`src/rtl/block_bitmap_allocator_assert.svh`:
```
// ----------------------------------------------------------------------------
// Block bitmap allocator assertion macros
// Shared property forms for the concurrent checks of the allocator.
// ----------------------------------------------------------------------------
`ifndef BLOCK_BITMAP_ALLOCATOR_ASSERT_SVH
`define BLOCK_BITMAP_ALLOCATOR_ASSERT_SVH

// The consequent must hold in the same cycle as the antecedent.
`define BBA_ASSERT_SAME(label, clk, rst, ante, cons, msg) \
   label: assert property (@(posedge clk) disable iff (rst) (ante) |-> (cons)) \
      else $error(msg);

// The consequent must hold in the cycle after the antecedent.
`define BBA_ASSERT_NEXT(label, clk, rst, ante, cons, msg) \
   label: assert property (@(posedge clk) disable iff (rst) (ante) |=> (cons)) \
      else $error(msg);

`endif

```
`src/rtl/bba_pkg.sv`:
```
// ----------------------------------------------------------------------------
// Block bitmap allocator package
// Sizes, request and status codes, and the control/status bundles shared by
// the controller and the datapath.
// ----------------------------------------------------------------------------
package bba_pkg;

   localparam int BLOCK_COUNT  = 8192;
   localparam int WORD_BITS    = 32;
   localparam int BIT_AW       = $clog2(WORD_BITS);
   localparam int BITMAP_WORDS = (BLOCK_COUNT + WORD_BITS - 1) / WORD_BITS;
   localparam int WORD_AW      = $clog2(BITMAP_WORDS);
   localparam int INDEX_W      = 13;
   localparam int RESV_W       = 14;
   localparam int DATA_W       = 16;
   localparam int TAIL_BITS    = BLOCK_COUNT % WORD_BITS;

   localparam logic [RESV_W-1:0]    RESERVED_RESET = RESV_W'(256);
   localparam logic [WORD_AW-1:0]   LAST_WORD      = WORD_AW'(BITMAP_WORDS - 1);
   // Bits of the last word that stand for real blocks.
   localparam logic [WORD_BITS-1:0] TAIL_MASK =
      (TAIL_BITS == 0) ? {WORD_BITS{1'b1}} : WORD_BITS'((64'd1 << TAIL_BITS) - 64'd1);

   // Request kinds; any other code is served as a query.
   localparam logic [1:0] REQ_ALLOC = 2'd0;
   localparam logic [1:0] REQ_MARK  = 2'd1;
   localparam logic [1:0] REQ_QUERY = 2'd2;

   // Result status codes.
   localparam logic [1:0] ST_OK    = 2'd0;
   localparam logic [1:0] ST_FULL  = 2'd1;
   localparam logic [1:0] ST_RANGE = 2'd2;

   // Which result the datapath loads into the output register.
   localparam logic [1:0] FIN_ACCESS = 2'd0;
   localparam logic [1:0] FIN_ALLOC  = 2'd1;
   localparam logic [1:0] FIN_FULL   = 2'd2;
   localparam logic [1:0] FIN_RANGE  = 2'd3;

   typedef struct packed {
      logic       capture;
      logic       rd_issue;
      logic       scan;
      logic       finish_en;
      logic [1:0] fin;
   } ctrl_cmd_type;

   typedef struct packed {
      logic is_alloc;
      logic alloc_none;
      logic idx_range;
      logic hit;
      logic last;
   } dp_status_type;

endpackage

```
`src/rtl/bba_ctrl.sv`:
```
// ----------------------------------------------------------------------------
// Block bitmap allocator controller
// Sequences one request at a time: decode, word reads, the scan loop and the
// hand-off into the output register.
// ----------------------------------------------------------------------------
`include "block_bitmap_allocator_assert.svh"

module bba_ctrl (
   input  logic                   clock,
   input  logic                   reset,
   input  logic                   req_tvalid,
   output logic                   req_tready,
   output logic                   rsp_tvalid,
   input  logic                   rsp_tready,
   input  bba_pkg::dp_status_type sts,
   output bba_pkg::ctrl_cmd_type  cmd
);

   localparam logic [2:0] S_IDLE   = 3'd0;
   localparam logic [2:0] S_DECODE = 3'd1;
   localparam logic [2:0] S_ACCESS = 3'd2;
   localparam logic [2:0] S_SCAN   = 3'd3;
   localparam logic [2:0] S_DIRECT = 3'd4;

   logic [2:0] state_ff;
   logic [2:0] state_in;
   logic       rsp_valid_ff;
   logic       rsp_valid_in;
   logic       out_free;

   assign out_free = !rsp_valid_ff || rsp_tready;

   always_comb begin
      state_in      = state_ff;
      cmd.capture   = 1'b0;
      cmd.rd_issue  = 1'b0;
      cmd.scan      = 1'b0;
      cmd.finish_en = 1'b0;
      cmd.fin       = bba_pkg::FIN_ACCESS;
      req_tready    = 1'b0;
      case (state_ff)
         S_IDLE: begin
            req_tready  = 1'b1;
            cmd.capture = req_tvalid;
            if (req_tvalid) begin
               state_in = S_DECODE;
            end
         end
         S_DECODE: begin
            if (sts.is_alloc) begin
               if (sts.alloc_none) begin
                  state_in = S_DIRECT;
               end else begin
                  cmd.rd_issue = 1'b1;
                  cmd.scan     = 1'b1;
                  state_in     = S_SCAN;
               end
            end else if (sts.idx_range) begin
               state_in = S_DIRECT;
            end else begin
               cmd.rd_issue = 1'b1;
               state_in     = S_ACCESS;
            end
         end
         S_ACCESS: begin
            cmd.fin = bba_pkg::FIN_ACCESS;
            if (out_free) begin
               cmd.finish_en = 1'b1;
               state_in      = S_IDLE;
            end
         end
         S_SCAN: begin
            cmd.scan = 1'b1;
            cmd.fin  = sts.hit ? bba_pkg::FIN_ALLOC : bba_pkg::FIN_FULL;
            if (sts.hit || sts.last) begin
               if (out_free) begin
                  cmd.finish_en = 1'b1;
                  state_in      = S_IDLE;
               end
            end else begin
               // Keep one word read in flight per cycle until a free bit turns up or the last word is read.
               cmd.rd_issue = 1'b1;
            end
         end
         S_DIRECT: begin
            cmd.fin = sts.is_alloc ? bba_pkg::FIN_FULL : bba_pkg::FIN_RANGE;
            if (out_free) begin
               cmd.finish_en = 1'b1;
               state_in      = S_IDLE;
            end
         end
         default: begin
            state_in = S_IDLE;
         end
      endcase
   end

   assign rsp_valid_in = cmd.finish_en || (rsp_valid_ff && !rsp_tready);

   always_ff @(posedge clock) begin
      if (reset) begin
         state_ff     <= S_IDLE;
         rsp_valid_ff <= 1'b0;
      end else begin
         state_ff     <= state_in;
         rsp_valid_ff <= rsp_valid_in;
      end
   end

   assign rsp_tvalid = rsp_valid_ff;

   `BBA_ASSERT_SAME(a_finish_room, clock, reset, cmd.finish_en, !rsp_valid_ff || rsp_tready, "result loaded over an unread word")
   `BBA_ASSERT_SAME(a_alloc_hit, clock, reset, cmd.finish_en && cmd.fin == bba_pkg::FIN_ALLOC, sts.hit, "allocation without a free bit")
   `BBA_ASSERT_SAME(a_scan_read, clock, reset, cmd.rd_issue && state_ff == S_SCAN, !sts.hit && !sts.last, "scan read past its end")
   `BBA_ASSERT_NEXT(a_result_out, clock, reset, cmd.finish_en, rsp_valid_ff && state_ff == S_IDLE, "finished request not offered")

endmodule
```
`config.mk`:
```
export PLATFORM = sky130hd
export DESIGN_NAME = bba_ctrl
export DESIGN_NICKNAME = d
export VERILOG_FILES = /design/src/rtl/bba_pkg.sv /design/src/rtl/bba_ctrl.sv
export VERILOG_INCLUDE_DIRS = /design/src /design/src/rtl
export SDC_FILE = /design/constraint.sdc
export NUM_CORES = 1
export LEC_CHECK = 0
export BUFFER_PORTS_ARGS = -buffer_cell sky130_fd_sc_hd__buf_2
export CAP_MARGIN = 20
export CORE_AREA = 2 2 39 41
export DETAILED_ROUTE_END_ITERATION = 6
export DIE_AREA = 0 0 41 43
export GPL_ROUTABILITY_DRIVEN = 0
export SYNTH_ARGS = -nofsm -noshare
export SYNTH_HDL_FRONTEND = slang
export SYNTH_SLANG_ARGS = --single-unit
export TNS_END_PERCENT = 100
```
`constraint.sdc`:
```
create_clock -name clock -period 2.5 [get_ports clock]
set_input_delay 0.125 -clock clock [delete_from_list [all_inputs] [get_ports clock]]
set_output_delay 0.125 -clock clock [all_outputs]
set_load 0.03 [all_outputs]
```
==> flow_summary.json, run 1 <==
{
  "grt_pass1_vias": 344,
  "hp-class": "in2reg",
  "grt_pass1_wl_mm": 1.366,
  "num_rows": 14,
  "cts_htree_levels": 1,
  "drc": 0,
  "diodes": 0,
  "cts-root-buf": "clkbuf_4",
  "core-area_um2": 1384,
  "slew_viol_final": 0,
  "synth_cell_types": 26,
  "powerDensity_nw_per_um2": 617.3,
  "path_class": "reg2out",
  "status": "finished, final reports clean",
  "drive_above_1_share": 0.3667,
  "clk_pin_slew_ns": 0.04,
  "cts_buffer_depth": 2,
  "drt-initial-drc-count": 2,
  "fmax_mhz": 583.5,
  "cts_num_sinks": 4,
  "cts_resized": 0,
  "syn_nets": 52,
  "setup_viol": 0,
  "cp-end-kind": "primary output",
  "finalCriticalPeriod_ns": 1.714,
  "grt_max_degree": 13,
  "place_inst": 73,
  "syn_avg_cell_area_um2": 7.915,
  "postRouteAntennaNets": 0,
  "ir_drop_v": 0.0001419,
  "start_util": 0.2459,
  "clk_latency_ns": 0.24,
  "final_cells": 76,
  "synth_area_leaders": "dfxtp_1 (24%), nor3_1 (7.4%), nor4bb_1 (5.9%)",
  "numPortBuffers": 16,
  "cts_hold_buffers": 0,
  "die-area_um2": 1763,
  "track_usage": 0.1124,
  "cp_max_fo": 11,
  "syn_to_final_growth_pct": 32.35,
  "fill_cells": 162,
  "dpl.hpwl_um": 638.8,
  "rsz0062_at_grt": "false",
  "clock_skew_ns": 0.0003441,
  "postCtsSetupBuffers": 0,
  "power.leakage_nw": 0.2139,
  "async_reset_ff_frac": 0,
  "grt-ovfl-total": 0,
  "yosys_warnings": 0,
  "worstPathRequired_ns": 2.38,
  "die_w_um": 41,
  "tightest_slew_ns": 0.3790,
  "cts_tree": "yes",
  "synth_area_leader_cell": "dfxtp_1",
  "numCtsBuffers": 3,
  "viasPerCell": 5.224,
  "multi_input_area_um2": 236.5,
  "antenna_found_initial": 0,
  "wl_um": 835,
  "tns_ns": 0,
  "via_count": 397,
  "fin_crit_sh": 0.6855,
  "synth.ff_latch_count": 4,
  "syn_area_um2": 340.3,
  "yosysSeqAreaShare": 0.2353,
  "fp.dieH_um": 43,
  "slew_headroom": 0.7470,
  "ff_latch_area_um2": 80.08,
  "synth_cells": 43,
  "critPathArrivalTime_ns": 1.59,
  "cap_violations": 0,
  "pin_count": 17,
  "hold_violations": 0,
  "start_kind": "register",
  "synth_top_cell_area_share": 0.2353,
  "synth_edf_count": 0,
  "fin_nets": 71,
  "ys.flop_type": "dfxtp_1",
  "drtPass1Iterations": 2,
  "routedWlPerCell_um": 10.99
}
[metal layers]
layer  track usage  wire (um)  vias up
met5             0          0        -
met4       0.08000         14        0
met3       0.01571         41        2
met2        0.1531        409       11
met1        0.1543        369      189
li1              -          -      195
[final timing paths]
check | to | cells past startpoint | slack, ns | start
max | cmd[2] | 4 | 0.79 | state_ff[2]$_SDFFE_PP0P_
min | state_ff[2]$_SDFFE_PP0P_ | 2 | 0.13 | reset
max reg2reg | state_ff[0]$_SDFFE_PP0P_ | 3 | 1.18 | state_ff[2]$_SDFFE_PP0P_
min reg2reg | rsp_tvalid$_SDFF_PP0_ | 2 | 0.56 | rsp_tvalid$_SDFF_PP0_
[worst max-delay path: stages, from the launching register on]
cell,delay (ns)
dfxtp_1,0.50
or3b_4,0.45
o31a_1,0.13
nor2_1,0.08
buf_2,0.20
[layout make-up]
type | count | area share
multi-input cells | 34 | 0.5250
flip-flops and latches | 4 | 0.1778
repair buffers | 16 | 0.1778
clock buffers | 3 | 0.05000
well taps | 16 | 0.04444
inverters | 3 | 0.02500
[cells in the final DEF, fill, tap and decap left out, drive strengths merged]
master | netlist | layout
nor2b | 3 | 3
clkbuf | 0 | 3
or3b | 1 | 1
o21a | 1 | 1
o21ai | 1 | 1
inv | 3 | 3
and2 | 1 | 1
nand2 | 1 | 1
nand3 | 1 | 1
o32a | 1 | 1
nand2b | 2 | 2
nor4 | 1 | 1
o31a | 1 | 1
nor3b | 2 | 2
nor2 | 2 | 2
nor3 | 6 | 6
a21oi | 3 | 3
o22ai | 1 | 1
dfxtp | 4 | 4
nor4bb | 2 | 2
buf | 2 | 16
a211oi | 1 | 1
o211a | 2 | 2
mux2i | 1 | 1
[power breakdown]
part           leakage (nW)  switching, W  internal, W
logic                 0.167     0.0000665    0.0000419
clock network        0.0138     0.0000296    0.0000539
registers            0.0328     0.0000144    0.0000717
[through the flow]
step | utilization | area, um^2 | power [W] | worst slack, ns | hold WS (ns)
final | 0.3255 | 450.4 | 0.0002780 | 0.7861 | 0.1251
after global routing | 0.3255 | 450.4 | 0.0002981 | 0.7082 | 0.1290
after CTS | 0.3255 | 450.4 | 0.0002819 | 0.7785 | 0.1222
after detailed placement | 0.3092 | 427.9 | 0.0001959 | 1.037 | 0.3734
after global placement | 0.3092 | 427.9 | 0.0001957 | 1.049 | 0.3711
after floorplan | - | 340.3 | 0.0001651 | 0.7843 | 0.1941
[cell families after synthesis]
logic type             Yosys count  share of synthesized area
multiplexers                     1                    0.02941
flip-flops                       4                     0.2353
buffers and inverters            5                    0.06984
AO/OA/AOI/OAI                   11                     0.2353
AND/OR/NAND/NOR                 22                     0.4301
[flip-flops by register name (all words and copies together), names as in the netlist]
signal / cells
state_ff: 3
rsp_tvalid: 1
[Yosys cell counts (2+ instances only)]
master,count
nand2b_1,2
o211a_1,2
nor3_1,5
nor4bb_1,2
a21oi_1,3
nor2b_1,3
nor2_1,2
inv_1,3
dfxtp_1,4
(Power assumes the default switching activity.)
==> inputs of run 2 (changes only) <==
==> constraint.sdc (replaced) <==
create_clock -name clock -period 1.65 [get_ports clock]
set_input_delay 0.0825 -clock clock [delete_from_list [all_inputs] [get_ports clock]]
set_output_delay 0.0825 -clock clock [all_outputs]
set_load 0.03 [all_outputs]
==> flow_summary.json, run 2 (synthesis gave the netlist of run 1 again) <==
{
  "status": "finished, final reports clean",
  "power_frac_seq": 0.312,
  "fp.dieH_um": 43,
  "cts_hold_buffers": 0,
  "setup_ws_ns": 0.1199,
  "syn_to_final_growth_pct": 36.40,
  "cts_tree": "yes",
  "routedWlPerCell_um": 10.94,
  "final_cell_mix": "buf_2 (16), nor3_1 (4)",
  "slowest_delay_ns": 0.44,
  "numPortBuffers": 16,
  "clk_pin_slew_ns": 0.03,
  "clk_latency_ns": 0.23,
  "grt_pass1_wl_mm": 1.442,
  "fill_cells": 157,
  "powerDensity_nw_per_um2": 895.8,
  "critPathTopFamily": "simple AND/OR/NAND/NOR gates",
  "wl_met1_um": 361,
  "dpl.hpwl_um": 675.1,
  "slew_viol_final": 0,
  "largest_register_ff_count": 3,
  "drc": 0,
  "postRouteAntennaNets": 0,
  "drt-initial-drc-count": 9,
  "grt_max_degree": 13,
  "power_frac_comb": 0.413,
  "via_count": 387,
  "cap_violations": 0,
  "final_common_cell": "buf_2",
  "num_rows": 14,
  "clockPowerShare": 0.275,
  "start_util": 0.2459,
  "core-area_um2": 1384,
  "cts-root-buf": "clkbuf_4",
  "crit_path_cell_trace": "or3b_4 -> o31a_1 -> nor2_1 -> buf_2",
  "grt-ovfl-total": 0,
  "cts_num_sinks": 4,
  "top_layer_used": "met3",
  "fin_nets": 72,
  "internal_power_w": 0.0002572,
  "crit_buf_inv": 1,
  "cts_htree_levels": 1,
  "hold_violations": 0,
  "slew_headroom": 0.7983,
  "worstPathRequired_ns": 1.57,
  "grt_pass1_vias": 360,
  "wl_um": 842,
  "clock_skew_ns": 0.0006743,
  "viasPerCell": 5.026,
  "fmax_mhz": 653.6,
  "routed-wl-met3_um": 44,
  "die-area_um2": 1763,
  "finalCriticalPeriod_ns": 1.530,
  "start_kind": "register",
  "met2_length_um": 436,
  "fin_crit_sh": 0.9273,
  "swShare": 0.3816,
  "hp-class": "in2reg",
  "cp-end-kind": "primary output",
  "ir_drop_v": 0.0002189,
  "cts_buffer_depth": 2,
  "critPathArrivalTime_ns": 1.45,
  "diodes": 0,
  "tns_ns": 0,
  "setup_viol": 0,
  "drive_above_1_share": 0.4098,
  "die_w_um": 41,
  "switching_power_w": 0.0001587,
  "numCtsBuffers": 3,
  "dp_slack_ns": 0.2893,
  "cp_max_fo": 12,
  "drtPass1Iterations": 4,
  "path_class": "reg2out",
  "worst_path_max_delay_cell": "or3b_4",
  "tightest_slew_ns": 0.3019,
  "track_usage": 0.1174,
  "power.leakage_nw": 0.2216,
  "antenna_found_initial": 0,
  "largest_register": "state_ff",
  "pin_count": 17,
  "rsz0062_at_grt": "false"
}
## run 2: per-stage QoR
stage	utilization	area, um^2	cells	total power [W]	hold slack (ns)
after detailed placement	0.3183	440.4	74	0.0003033	0.3343
after global routing	0.3354	464.2	77	0.0004543	0.09694
after CTS	0.3345	462.9	77	0.0004238	0.08947
after floorplan	-	345.3	43	0.0002530	0.1516
after global placement	0.3183	440.4	74	0.0003020	0.3344
final	0.3354	464.2	77	0.0004158	0.09592
## run 2: final timing paths
| check | startpoint | end | slack, ns | cells after the start |
|---|---|---|---|---|
| setup / recovery | state_ff[1]$_SDFFE_PP0P_ | cmd[2] | 0.12 | 4 |
| hold / removal | reset | state_ff[1]$_SDFFE_PP0P_ | 0.1 | 2 |
| setup reg to reg | state_ff[0]$_SDFFE_PP0P_ | state_ff[0]$_SDFFE_PP0P_ | 0.41 | 3 |
| hold reg to reg | rsp_tvalid$_SDFF_PP0_ | rsp_tvalid$_SDFF_PP0_ | 0.57 | 2 |
## run 2: area by class of cell
class | count | area (um^2) | share of cell area
inverters | 3 | 11.26 | 0.02426
flip-flops and latches | 4 | 81.33 | 0.1752
well taps | 16 | 20.02 | 0.04313
clock buffers | 3 | 22.52 | 0.04852
repair buffers | 17 | 87.58 | 0.1887
multi-input cells | 34 | 241.5 | 0.5202
## run 2: what timing repair did
action	in CTS	in global routing
setup buffers	0	0
setup endpoints to repair	0	3
resized for setup	0	1
## run 2: routing by layer
metal | GRT usage | up-vias
li1 | - | 197
met1 | 0.1346 | 178
met2 | 0.1875 | 12
met3 | 0.03141 | 0
met4 | 0.06000 | 0
met5 | 0 | -
## run 2: power groups by stage
stage / Sequential [W] / Clock [W] / Combinational (W)
global route: 0.000132 / 0.000133 / 0.000189
CTS: 0.000129 / 0.000121 / 0.000174
detailed placement: 0.000130 / 0 / 0.000173
global placement: 0.000130 / 0 / 0.000172
finish: 0.000130 / 0.000114 / 0.000172
floorplan: 0.000125 / 0 / 0.000128
